--- src/hw/rtl/cop_pkg.sv ---
package cop_pkg;

    // Number of protection levels supported by the register map.
    localparam int CFG_REGS   = 3;
    localparam int LEVELS_DEF = 3;

    // APB register map: one 64-bit word per level at an 8-byte stride.
    localparam int PADDR_W   = 5;
    localparam int PDATA_W   = 64;
    localparam int REG_IDX_W = 2;
    localparam int REG_LSB   = 3;
    localparam int PARAMS_W  = 48;

    // Payload widths.
    localparam int LEVEL_W  = 2;
    localparam int MA_W     = 32;
    localparam int AMPS_W   = 22;
    localparam int STATES_W = 6;
    localparam int THRESH_W = 16;
    localparam int TICK_W   = 8;

    // Division by 1000 as a multiply by a rounded-up reciprocal and a shift.
    // The rounding error (56) stays below 2^(RECIP_SHIFT-MA_W), so the result
    // is the exact floor for every 32-bit magnitude.
    localparam int RECIP_W     = 29;
    localparam int RECIP_SHIFT = 38;
    localparam logic [RECIP_W-1:0] MA_RECIP = RECIP_W'(274877907);

    typedef enum logic [1:0] {
        ST_IDLE      = 2'd0,
        ST_SETTING   = 2'd1,
        ST_TRIPPED   = 2'd2,
        ST_RELEASING = 2'd3
    } lvl_state_t;

    typedef enum logic [1:0] {
        EV_NONE    = 2'd0,
        EV_TRIP    = 2'd1,
        EV_RELEASE = 2'd2
    } ev_kind_t;

    // Packed per-level configuration word, same layout as the register.
    typedef struct packed {
        logic [THRESH_W-1:0] set_amps;
        logic [TICK_W-1:0]   set_time;
        logic [THRESH_W-1:0] rel_amps;
        logic [TICK_W-1:0]   rel_time;
    } lvl_params_t;

    // One check after conversion to whole amps.
    typedef struct packed {
        logic [LEVEL_W-1:0] level;
        logic [AMPS_W-1:0]  amps;
    } amps_item_t;

endpackage

--- src/hw/rtl/cop_check_if.sv ---
interface cop_check_if import cop_pkg::*; ();

    logic                   valid;
    logic                   ready;
    logic [LEVEL_W-1:0]     level;
    logic signed [MA_W-1:0] current_ma;
    logic                   charging;

    modport source (output valid, level, current_ma, charging, input ready);
    modport sink   (input valid, level, current_ma, charging, output ready);

endinterface

--- src/hw/rtl/cop_event_if.sv ---
interface cop_event_if import cop_pkg::*; ();

    logic                valid;
    logic                ready;
    logic [1:0]          event_kind;
    logic [LEVEL_W-1:0]  event_level;
    logic [AMPS_W-1:0]   event_amps;
    logic [STATES_W-1:0] level_states;

    modport source (output valid, event_kind, event_level, event_amps, level_states,
                    input ready);
    modport sink   (input valid, event_kind, event_level, event_amps, level_states,
                    output ready);

endinterface

--- src/hw/rtl/charge_overcurrent_protect.sv ---
// Charge overcurrent protection with debounce and hysteresis. Each transfer on
// check_in is one protection check for one level; each produces exactly one
// transfer on event_out, after passing the input, amps and output registers.
// One check is accepted every clock cycle unless event_out stalls: the path is
// a three-stage pipeline (input register, reciprocal multiply from milliamps
// to whole amps, then the per-level state update into the output register),
// and a stalled output only holds back the stages behind it once they fill.
// Level state and tick counters live in flip-flops and are updated in the last
// stage, so checks on the same level may follow each other back to back. The
// per-level thresholds and times sit in 64-bit APB registers at byte addresses
// 0, 8 and 16; write them only while no check is in flight.
module charge_overcurrent_protect import cop_pkg::*;
#(
    parameter int LEVELS = LEVELS_DEF
)
(
    input  logic               clk,
    input  logic               rst_n,
    cop_check_if.sink          check_in,
    cop_event_if.source        event_out,
    input  logic               psel,
    input  logic               penable,
    input  logic               pwrite,
    input  logic [PADDR_W-1:0] paddr,
    input  logic [PDATA_W-1:0] pwdata,
    output logic [PDATA_W-1:0] prdata,
    output logic               pready
);

    lvl_params_t params [CFG_REGS];
    logic        amps_valid;
    logic        amps_ready;
    amps_item_t  amps_item;

    // Configuration registers.
    cop_cfg_regs u_cfg_regs (
        .clk     (clk),
        .rst_n   (rst_n),
        .psel    (psel),
        .penable (penable),
        .pwrite  (pwrite),
        .paddr   (paddr),
        .pwdata  (pwdata),
        .prdata  (prdata),
        .pready  (pready),
        .params  (params)
    );

    // Current conversion pipeline.
    cop_amps u_amps (
        .clk        (clk),
        .rst_n      (rst_n),
        .check_in   (check_in),
        .amps_valid (amps_valid),
        .amps_ready (amps_ready),
        .amps_item  (amps_item)
    );

    // Level state machines and result register.
    cop_prot #(
        .LEVELS (LEVELS)
    ) u_prot (
        .clk        (clk),
        .rst_n      (rst_n),
        .amps_valid (amps_valid),
        .amps_ready (amps_ready),
        .amps_item  (amps_item),
        .params     (params),
        .event_out  (event_out)
    );

endmodule

--- src/hw/rtl/cop_cfg_regs.sv ---
module cop_cfg_regs import cop_pkg::*;
(
    input  logic               clk,
    input  logic               rst_n,
    input  logic               psel,
    input  logic               penable,
    input  logic               pwrite,
    input  logic [PADDR_W-1:0] paddr,
    input  logic [PDATA_W-1:0] pwdata,
    output logic [PDATA_W-1:0] prdata,
    output logic               pready,
    output lvl_params_t        params [CFG_REGS]
);

    logic [PARAMS_W-1:0]  params_reg [CFG_REGS];
    logic [REG_IDX_W-1:0] reg_idx;
    logic                 wr_en;

    // The bus never waits.
    assign pready  = 1'b1;
    assign reg_idx = paddr[REG_LSB +: REG_IDX_W];
    assign wr_en   = psel && penable && pwrite;

    // Register writes; an address beyond the last level is ignored.
    always_ff @(posedge clk or negedge rst_n)
    begin
        if (!rst_n)
        begin
            for (int i = 0; i < CFG_REGS; i++)
            begin
                params_reg[i] <= '0;
            end
        end
        else if (wr_en)
        begin
            for (int i = 0; i < CFG_REGS; i++)
            begin
                if (reg_idx == REG_IDX_W'(i))
                begin
                    params_reg[i] <= pwdata[PARAMS_W-1:0];
                end
            end
        end
    end

    // Read mux; unmapped addresses read as zero.
    always_comb
    begin
        prdata = '0;
        for (int i = 0; i < CFG_REGS; i++)
        begin
            if (reg_idx == REG_IDX_W'(i))
            begin
                prdata = PDATA_W'(params_reg[i]);
            end
        end
    end

    // Present each word as its field view.
    always_comb
    begin
        for (int i = 0; i < CFG_REGS; i++)
        begin
            params[i] = lvl_params_t'(params_reg[i]);
        end
    end

endmodule

--- src/hw/rtl/cop_amps.sv ---
module cop_amps import cop_pkg::*;
(
    input  logic        clk,
    input  logic        rst_n,
    cop_check_if.sink   check_in,
    output logic        amps_valid,
    input  logic        amps_ready,
    output amps_item_t  amps_item
);

    localparam int PROD_W = MA_W + RECIP_W;

    logic               s1_valid_reg;
    logic               s1_valid_next;
    logic [LEVEL_W-1:0] s1_level_reg;
    logic [MA_W-1:0]    s1_mag_reg;
    logic [MA_W-1:0]    s1_mag_next;
    logic               s1_ready;

    logic               s2_valid_reg;
    logic               s2_valid_next;
    logic [LEVEL_W-1:0] s2_level_reg;
    logic [AMPS_W-1:0]  s2_amps_reg;
    logic [AMPS_W-1:0]  s2_amps_next;
    logic               s2_ready;

    logic [MA_W-1:0]    raw_ma;
    logic [PROD_W-1:0]  prod;

    // Each stage takes a new transfer when it is empty or its content moves on.
    assign s2_ready       = !s2_valid_reg || amps_ready;
    assign s1_ready       = !s1_valid_reg || s2_ready;
    assign check_in.ready = s1_ready;

    // Magnitude of the signed current; zero outside charge mode.
    assign raw_ma      = check_in.current_ma;
    assign s1_mag_next = !check_in.charging ? '0 :
                         (raw_ma[MA_W-1] ? (~raw_ma + MA_W'(1)) : raw_ma);

    // Milliamps to whole amps by reciprocal multiply.
    assign prod         = PROD_W'(s1_mag_reg) * PROD_W'(MA_RECIP);
    assign s2_amps_next = prod[RECIP_SHIFT +: AMPS_W];

    assign s1_valid_next = s1_ready ? check_in.valid : s1_valid_reg;
    assign s2_valid_next = s2_ready ? s1_valid_reg   : s2_valid_reg;

    // Stage valid flags.
    always_ff @(posedge clk or negedge rst_n)
    begin
        if (!rst_n)
        begin
            s1_valid_reg <= 1'b0;
            s2_valid_reg <= 1'b0;
        end
        else
        begin
            s1_valid_reg <= s1_valid_next;
            s2_valid_reg <= s2_valid_next;
        end
    end

    // Stage payloads.
    always_ff @(posedge clk)
    begin
        if (check_in.valid && s1_ready)
        begin
            s1_level_reg <= check_in.level;
            s1_mag_reg   <= s1_mag_next;
        end
        if (s1_valid_reg && s2_ready)
        begin
            s2_level_reg <= s1_level_reg;
            s2_amps_reg  <= s2_amps_next;
        end
    end

    assign amps_valid      = s2_valid_reg;
    assign amps_item.level = s2_level_reg;
    assign amps_item.amps  = s2_amps_reg;

endmodule

--- src/hw/rtl/cop_prot.sv ---
module cop_prot import cop_pkg::*;
#(
    parameter int LEVELS = LEVELS_DEF
)
(
    input  logic        clk,
    input  logic        rst_n,
    input  logic        amps_valid,
    output logic        amps_ready,
    input  amps_item_t  amps_item,
    input  lvl_params_t params [CFG_REGS],
    cop_event_if.source event_out
);

    lvl_state_t          state_reg  [LEVELS];
    lvl_state_t          state_next [LEVELS];
    logic [TICK_W-1:0]   set_cnt_reg  [LEVELS];
    logic [TICK_W-1:0]   set_cnt_next [LEVELS];
    logic [TICK_W-1:0]   rel_cnt_reg  [LEVELS];
    logic [TICK_W-1:0]   rel_cnt_next [LEVELS];

    logic                out_valid_reg;
    ev_kind_t            out_kind_reg;
    ev_kind_t            out_kind_next;
    logic [LEVEL_W-1:0]  out_level_reg;
    logic [AMPS_W-1:0]   out_amps_reg;
    logic [STATES_W-1:0] out_states_reg;
    logic [STATES_W-1:0] out_states_next;

    logic                fire;
    lvl_state_t          st;
    ev_kind_t            kind;
    logic [TICK_W-1:0]   set_inc;
    logic [TICK_W-1:0]   rel_inc;
    logic [AMPS_W-1:0]   set_amps;
    logic [AMPS_W-1:0]   rel_amps;

    // The output register frees up when empty or when its transfer completes.
    assign amps_ready = !out_valid_reg || event_out.ready;
    assign fire       = amps_valid && amps_ready;

    // Per-level debounce: set check first, then release check on the updated state.
    always_comb
    begin
        out_kind_next   = EV_NONE;
        out_states_next = '0;
        st       = ST_IDLE;
        kind     = EV_NONE;
        set_inc  = '0;
        rel_inc  = '0;
        set_amps = '0;
        rel_amps = '0;
        for (int i = 0; i < LEVELS; i++)
        begin
            st              = state_reg[i];
            kind            = EV_NONE;
            set_cnt_next[i] = set_cnt_reg[i];
            rel_cnt_next[i] = rel_cnt_reg[i];
            set_inc         = set_cnt_reg[i] + TICK_W'(1);
            rel_inc         = rel_cnt_reg[i] + TICK_W'(1);
            set_amps        = AMPS_W'(params[i].set_amps);
            rel_amps        = AMPS_W'(params[i].rel_amps);

            if (fire && amps_item.level == LEVEL_W'(i))
            begin
                // Set check.
                if (amps_item.amps > set_amps)
                begin
                    if (st == ST_IDLE)
                    begin
                        st              = ST_SETTING;
                        set_cnt_next[i] = TICK_W'(1);
                    end
                    else if (st == ST_SETTING)
                    begin
                        set_cnt_next[i] = set_inc;
                        if (set_inc >= params[i].set_time)
                        begin
                            kind            = EV_TRIP;
                            st              = ST_TRIPPED;
                            set_cnt_next[i] = '0;
                        end
                    end
                end
                else if (st == ST_SETTING)
                begin
                    st = ST_IDLE;
                end

                // Release check.
                if (amps_item.amps < rel_amps)
                begin
                    if (st == ST_TRIPPED)
                    begin
                        st              = ST_RELEASING;
                        rel_cnt_next[i] = TICK_W'(1);
                    end
                    else if (st == ST_RELEASING)
                    begin
                        rel_cnt_next[i] = rel_inc;
                        if (rel_inc >= params[i].rel_time)
                        begin
                            kind            = EV_RELEASE;
                            st              = ST_IDLE;
                            rel_cnt_next[i] = '0;
                        end
                    end
                end
                else if (st == ST_RELEASING)
                begin
                    st = ST_TRIPPED;
                end

                out_kind_next = kind;
            end

            state_next[i]            = st;
            out_states_next[2*i +: 2] = st;
        end
    end

    // Level state and tick counters.
    always_ff @(posedge clk or negedge rst_n)
    begin
        if (!rst_n)
        begin
            for (int i = 0; i < LEVELS; i++)
            begin
                state_reg[i]   <= ST_IDLE;
                set_cnt_reg[i] <= '0;
                rel_cnt_reg[i] <= '0;
            end
        end
        else
        begin
            for (int i = 0; i < LEVELS; i++)
            begin
                state_reg[i]   <= state_next[i];
                set_cnt_reg[i] <= set_cnt_next[i];
                rel_cnt_reg[i] <= rel_cnt_next[i];
            end
        end
    end

    // Output valid flag.
    always_ff @(posedge clk or negedge rst_n)
    begin
        if (!rst_n)
        begin
            out_valid_reg <= 1'b0;
        end
        else if (amps_ready)
        begin
            out_valid_reg <= amps_valid;
        end
    end

    // Output payload.
    always_ff @(posedge clk)
    begin
        if (fire)
        begin
            out_kind_reg   <= out_kind_next;
            out_level_reg  <= amps_item.level;
            out_amps_reg   <= amps_item.amps;
            out_states_reg <= out_states_next;
        end
    end

    assign event_out.valid        = out_valid_reg;
    assign event_out.event_kind   = out_kind_reg;
    assign event_out.event_level  = out_level_reg;
    assign event_out.event_amps   = out_amps_reg;
    assign event_out.level_states = out_states_reg;

endmodule

--- src/flat_wrapper.sv ---
// flat-port wrapper written by rule: the top's interface ports become plain ports
module charge_overcurrent_protect_flat import cop_pkg::*;
#(
    parameter int LEVELS = LEVELS_DEF
)
  (clk, rst_n, psel, penable, pwrite, paddr, pwdata, prdata, pready, check_in_valid, check_in_level, check_in_current_ma, check_in_charging, check_in_ready, event_out_valid, event_out_event_kind, event_out_event_level, event_out_event_amps, event_out_level_states, event_out_ready);
  cop_check_if check_in_i ();
  cop_event_if event_out_i ();
  input  logic clk;
  input  logic rst_n;
  input  logic psel;
  input  logic penable;
  input  logic pwrite;
  input  logic [PADDR_W-1:0] paddr;
  input  logic [PDATA_W-1:0] pwdata;
  output logic [PDATA_W-1:0] prdata;
  output logic pready;
  input wire logic [$bits(check_in_i.valid)-1:0] check_in_valid;
  input wire logic [$bits(check_in_i.level)-1:0] check_in_level;
  input wire logic [$bits(check_in_i.current_ma)-1:0] check_in_current_ma;
  input wire logic [$bits(check_in_i.charging)-1:0] check_in_charging;
  output wire logic [$bits(check_in_i.ready)-1:0] check_in_ready;
  output wire logic [$bits(event_out_i.valid)-1:0] event_out_valid;
  output wire logic [$bits(event_out_i.event_kind)-1:0] event_out_event_kind;
  output wire logic [$bits(event_out_i.event_level)-1:0] event_out_event_level;
  output wire logic [$bits(event_out_i.event_amps)-1:0] event_out_event_amps;
  output wire logic [$bits(event_out_i.level_states)-1:0] event_out_level_states;
  input wire logic [$bits(event_out_i.ready)-1:0] event_out_ready;
  assign check_in_i.valid = check_in_valid;
  assign check_in_i.level = check_in_level;
  assign check_in_i.current_ma = check_in_current_ma;
  assign check_in_i.charging = check_in_charging;
  assign check_in_ready = check_in_i.ready;
  assign event_out_valid = event_out_i.valid;
  assign event_out_event_kind = event_out_i.event_kind;
  assign event_out_event_level = event_out_i.event_level;
  assign event_out_event_amps = event_out_i.event_amps;
  assign event_out_level_states = event_out_i.level_states;
  assign event_out_i.ready = event_out_ready;
  charge_overcurrent_protect #(.LEVELS(LEVELS)) u_core (.clk(clk), .rst_n(rst_n), .check_in(check_in_i), .event_out(event_out_i), .psel(psel), .penable(penable), .pwrite(pwrite), .paddr(paddr), .pwdata(pwdata), .prdata(prdata), .pready(pready));
endmodule
--- config.mk ---
export PLATFORM = sky130hd
export DESIGN_NAME = charge_overcurrent_protect_flat
export DESIGN_NICKNAME = d
export VERILOG_FILES = /design/src/hw/rtl/cop_pkg.sv /design/src/hw/rtl/cop_check_if.sv /design/src/hw/rtl/cop_event_if.sv /design/src/hw/rtl/charge_overcurrent_protect.sv /design/src/hw/rtl/cop_cfg_regs.sv /design/src/hw/rtl/cop_amps.sv /design/src/hw/rtl/cop_prot.sv /design/src/flat_wrapper.sv
export SDC_FILE = /design/constraint.sdc
export NUM_CORES = 2
export LEC_CHECK = 0
export BUFFER_PORTS_ARGS = -buffer_cell sky130_fd_sc_hd__clkbuf_2
export CORE_ASPECT_RATIO = 0.5
export CORE_MARGIN = 8
export CORE_UTILIZATION = 54
export CTS_CLUSTER_SIZE = 40
export DETAILED_ROUTE_END_ITERATION = 8
export HOLD_SLACK_MARGIN = 0.03
export PLACE_DENSITY_LB_ADDON = 0.15
export SLEW_MARGIN = 20
export SYNTH_ARGS = -nofsm -noshare
export SYNTH_HDL_FRONTEND = slang
export SYNTH_SLANG_ARGS = --single-unit
export TNS_END_PERCENT = 100
--- constraint.sdc ---
create_clock -name clk -period 10.5 [get_ports clk]
set_input_delay 0.525 -clock clk [delete_from_list [all_inputs] [get_ports clk]]
set_output_delay 0.525 -clock clk [all_outputs]
set_load 0.005 [all_outputs]
==> flow_metrics.py <==
metrics = {
    "status": {
        "outcome": "complete, no violations",
    },
    "timing": {
        "final-setup-viol-count": 0,
        "maxSlewViolCount": 0,
        "rsz0062_at_grt": "false",
        "slew_headroom": 0.296,
        "clock.fmax_mhz": 118,
        "worstMarginPinSlew_ns": 1.05,
        "setup_ws_ns": 2.05,
        "hold_violations": 0,
        "fin_crit_ns": 8.45,
        "hold_slack_ns": 0.0930,
        "skew_ns": 0.0204,
        "setup_tns_ns": 0,
        "post-route-period-util": 0.805,
    },
    "synthesis": {
        "seq_area_frac_synth": 0.254,
        "synth_top_area_share": 0.219,
        "ys_top_cells_by_count": "inv_1, ha_1, fa_1, nand2_1, o21ai_0",
        "synth.distinct_cells": 66,
        "async_reset_ff_frac": 0.691,
        "ys.warnings.count": 0,
        "synth.cell_area_sq_um": 30500,
        "synth-seq-cells": 291,
        "synth_ff_type": "dfrtp_1",
        "ys_top_cells_by_area": "ha_1, fa_1, dfrtp_1",
        "yosysTopAreaCell": "ha_1",
        "yosysMostFrequentCell": "inv_1",
        "syn-instance-count": 3033,
        "synth-edff-count": 90,
        "synth_area_per_cell_sq_um": 10.1,
    },
    "placement": {
        "port_buffers": 173,
        "pre_cts_ws_ns": 2.12,
        "dp_hpwl_um": 58300,
        "place.gp.congestion": 0.876,
        "numPlacedInstances": 3922,
    },
    "worst_setup_path": {
        "critPathKind": "reg2reg",
        "cp.arrival_ns": 8.81,
        "crit_path_start_kind": "flop",
        "critPathCaptureType": "flop",
        "slowest_delay_ns": 0.77,
        "cp_max_fo": 10,
        "required_ns": 10.86,
        "cp_cell_sequence": "ha_1 -> fa_1 -> fa_1 -> inv_1 -> fa_1 -> inv_1 -> fa_1 -> fa_1 -> fa_1 -> inv_1 -> fa_1 -> inv_1 -> ha_1 -> nand4_1 -> nor3_1 -> o2bb2ai_1 -> a2111oi_0 -> buf_4 -> a2111oi_0 -> nor2_1 -> o21ai_1 -> a211o_1 -> a21oi_1 -> xnor2_1",
        "cp_common_cell": "fa_1",
        "cp_slowest_cell": "a2111oi_0",
    },
    "floorplan": {
        "die_w_um": 352,
        "rows": 61,
        "fp.dieH_um": 184,
        "dieArea_sq_um": 64800,
        "io_pins": 210,
        "initial_core_util": 0.547,
        "core_sq_um": 55700,
    },
    "clock_tree": {
        "cts_buffer_depth": 3,
        "root_buffer": "clkbuf_16",
        "clock_latency_ns": 0.61,
        "clock-sinks": 291,
        "htreeDepth": 1,
        "clk_pin_slew_ns": 0.06,
        "cts_tree": "built",
        "cts_buffers": 29,
        "cts.repair.resized": 0,
        "post_cts_buffers": 0,
    },
    "global_routing": {
        "grt_first_pass_wirelength_um": 120000,
        "antenna_found_initial": 2,
        "grt_pass1_vias": 22600,
        "grt_overflow": 0,
        "grt_max_degree": 93,
        "track_usage": 0.230,
    },
    "route": {
        "num_vias": 21100,
        "initialDrtViolationCount": 1135,
        "wire_per_inst_um": 18.5,
        "first_pass_iters": 5,
        "drc_errors": 0,
        "totalWireLength_um": 73800,
        "vias_per_cell": 5.30,
        "drtAntennaViolNets": 0,
    },
    "flow_run": {
        "drv_cap": 0,
    },
    "layout": {
        "fin_nets": 4142,
        "final_layout_size_suffix_gt1_frac": 0.101,
        "largest_register_ff_count": 144,
        "fin_cells": 3979,
        "syn_to_final_growth_pct": 9.01,
    },
    "worst_hold_path": {
        "hold_path_class": "in2reg",
    },
}
path summary, 6_finish.rpt:
check                                                           start                                 endpoint  slack [ns]  cells after the start
max in group asynchronous                                       rst_n  u_core.u_cfg_regs.params[7]$_DFFE_PN0P_        8.61                      3
min in group asynchronous                                       rst_n  u_core.u_cfg_regs.params[8]$_DFFE_PN0P_        0.51                      2
setup / recovery           u_core.u_amps.s1_mag_reg[21]$_SDFFCE_PN0P_  u_core.u_amps.s2_amps_reg[20]$_DFFE_PP_        2.05                     24
setup reg to reg           u_core.u_amps.s1_mag_reg[21]$_SDFFCE_PN0P_  u_core.u_amps.s2_amps_reg[20]$_DFFE_PP_        2.05                     24
hold / removal                                      check_in_level[1]  u_core.u_amps.s1_level_reg[1]$_DFFE_PP_        0.09                      1
hold reg to reg               u_core.u_amps.s1_level_reg[1]$_DFFE_PP_  u_core.u_amps.s2_level_reg[1]$_DFFE_PP_        0.44                      0
cell type report:
type                    instances  area (sq um)
diodes                          2          5.00
flip-flops and latches        291          7730
clock inverters                15           226
well taps                     756           946
repair buffers                191          1010
fillers                      4881         22500
inverters                     679          2550
multi-input cells            2006         20000
clock buffers                  39           813
repair_timing:
| item | CTS | global route |
|---|---|---|
| endpoints found under the hold margin | 77 | 0 |
| setup endpoints to repair | 0 | 0 |
| hold buffers | 1 | 0 |
metal layers:
metal,track usage,vias up,share of wire
met1,0.290,10300,0.43
li1,-,10300,-
met4,0.0724,0,0.032
met5,0,-,0
met3,0.0325,131,0.042
met2,0.409,427,0.50
critical path: cells and delay by family (launching register included):
family / cells / cell delay [ns]
simple gates: 3 / 0.76
xor+xnor: 1 / 0.08
fa+ha+maj: 9 / 4.30
buf+inv: 5 / 0.49
flops: 1 / 0.76
compound gates: 6 / 1.79
per-stage QoR:
stage	cell area, sq um	utilization
final	33200	0.597
after global routing	33200	0.597
after CTS	33200	0.597
after detailed placement	32200	0.578
after global placement	32200	0.578
after floorplan	30600	-
kinds of logic after synthesis:
| logic type | count (synthesis) | synth area share |
|---|---|---|
| other | 2 | 0.000246 |
| adders and majority gates | 833 | 0.415 |
| muxes | 112 | 0.0393 |
| AOI/OAI and AO/OA | 482 | 0.0971 |
| DFF | 291 | 0.254 |
| buffers and inverters | 751 | 0.0945 |
| and+or+nand+nor | 478 | 0.0760 |
| xor gates and xnor gates | 84 | 0.0241 |
cells in the final DEF (no fill, tap or decap), types with 49 or more instances in the layout:
master    synthesis  routed
o21ai_0         206     206
inv_1           679     679
ha_1            535     535
mux2i_1          49      49
dfrtp_1         201     201
mux2_2           63      63
clkbuf_2          0     171
edfxtp_1         90      90
fa_1            298     298
xnor2_1          59      59
a21o_1           81      81
a21oi_1          80      80
nand2_1         220     219
Power is not shown: default switching activity piles up to over one toggle a cycle in this logic, so the estimate is an artifact.
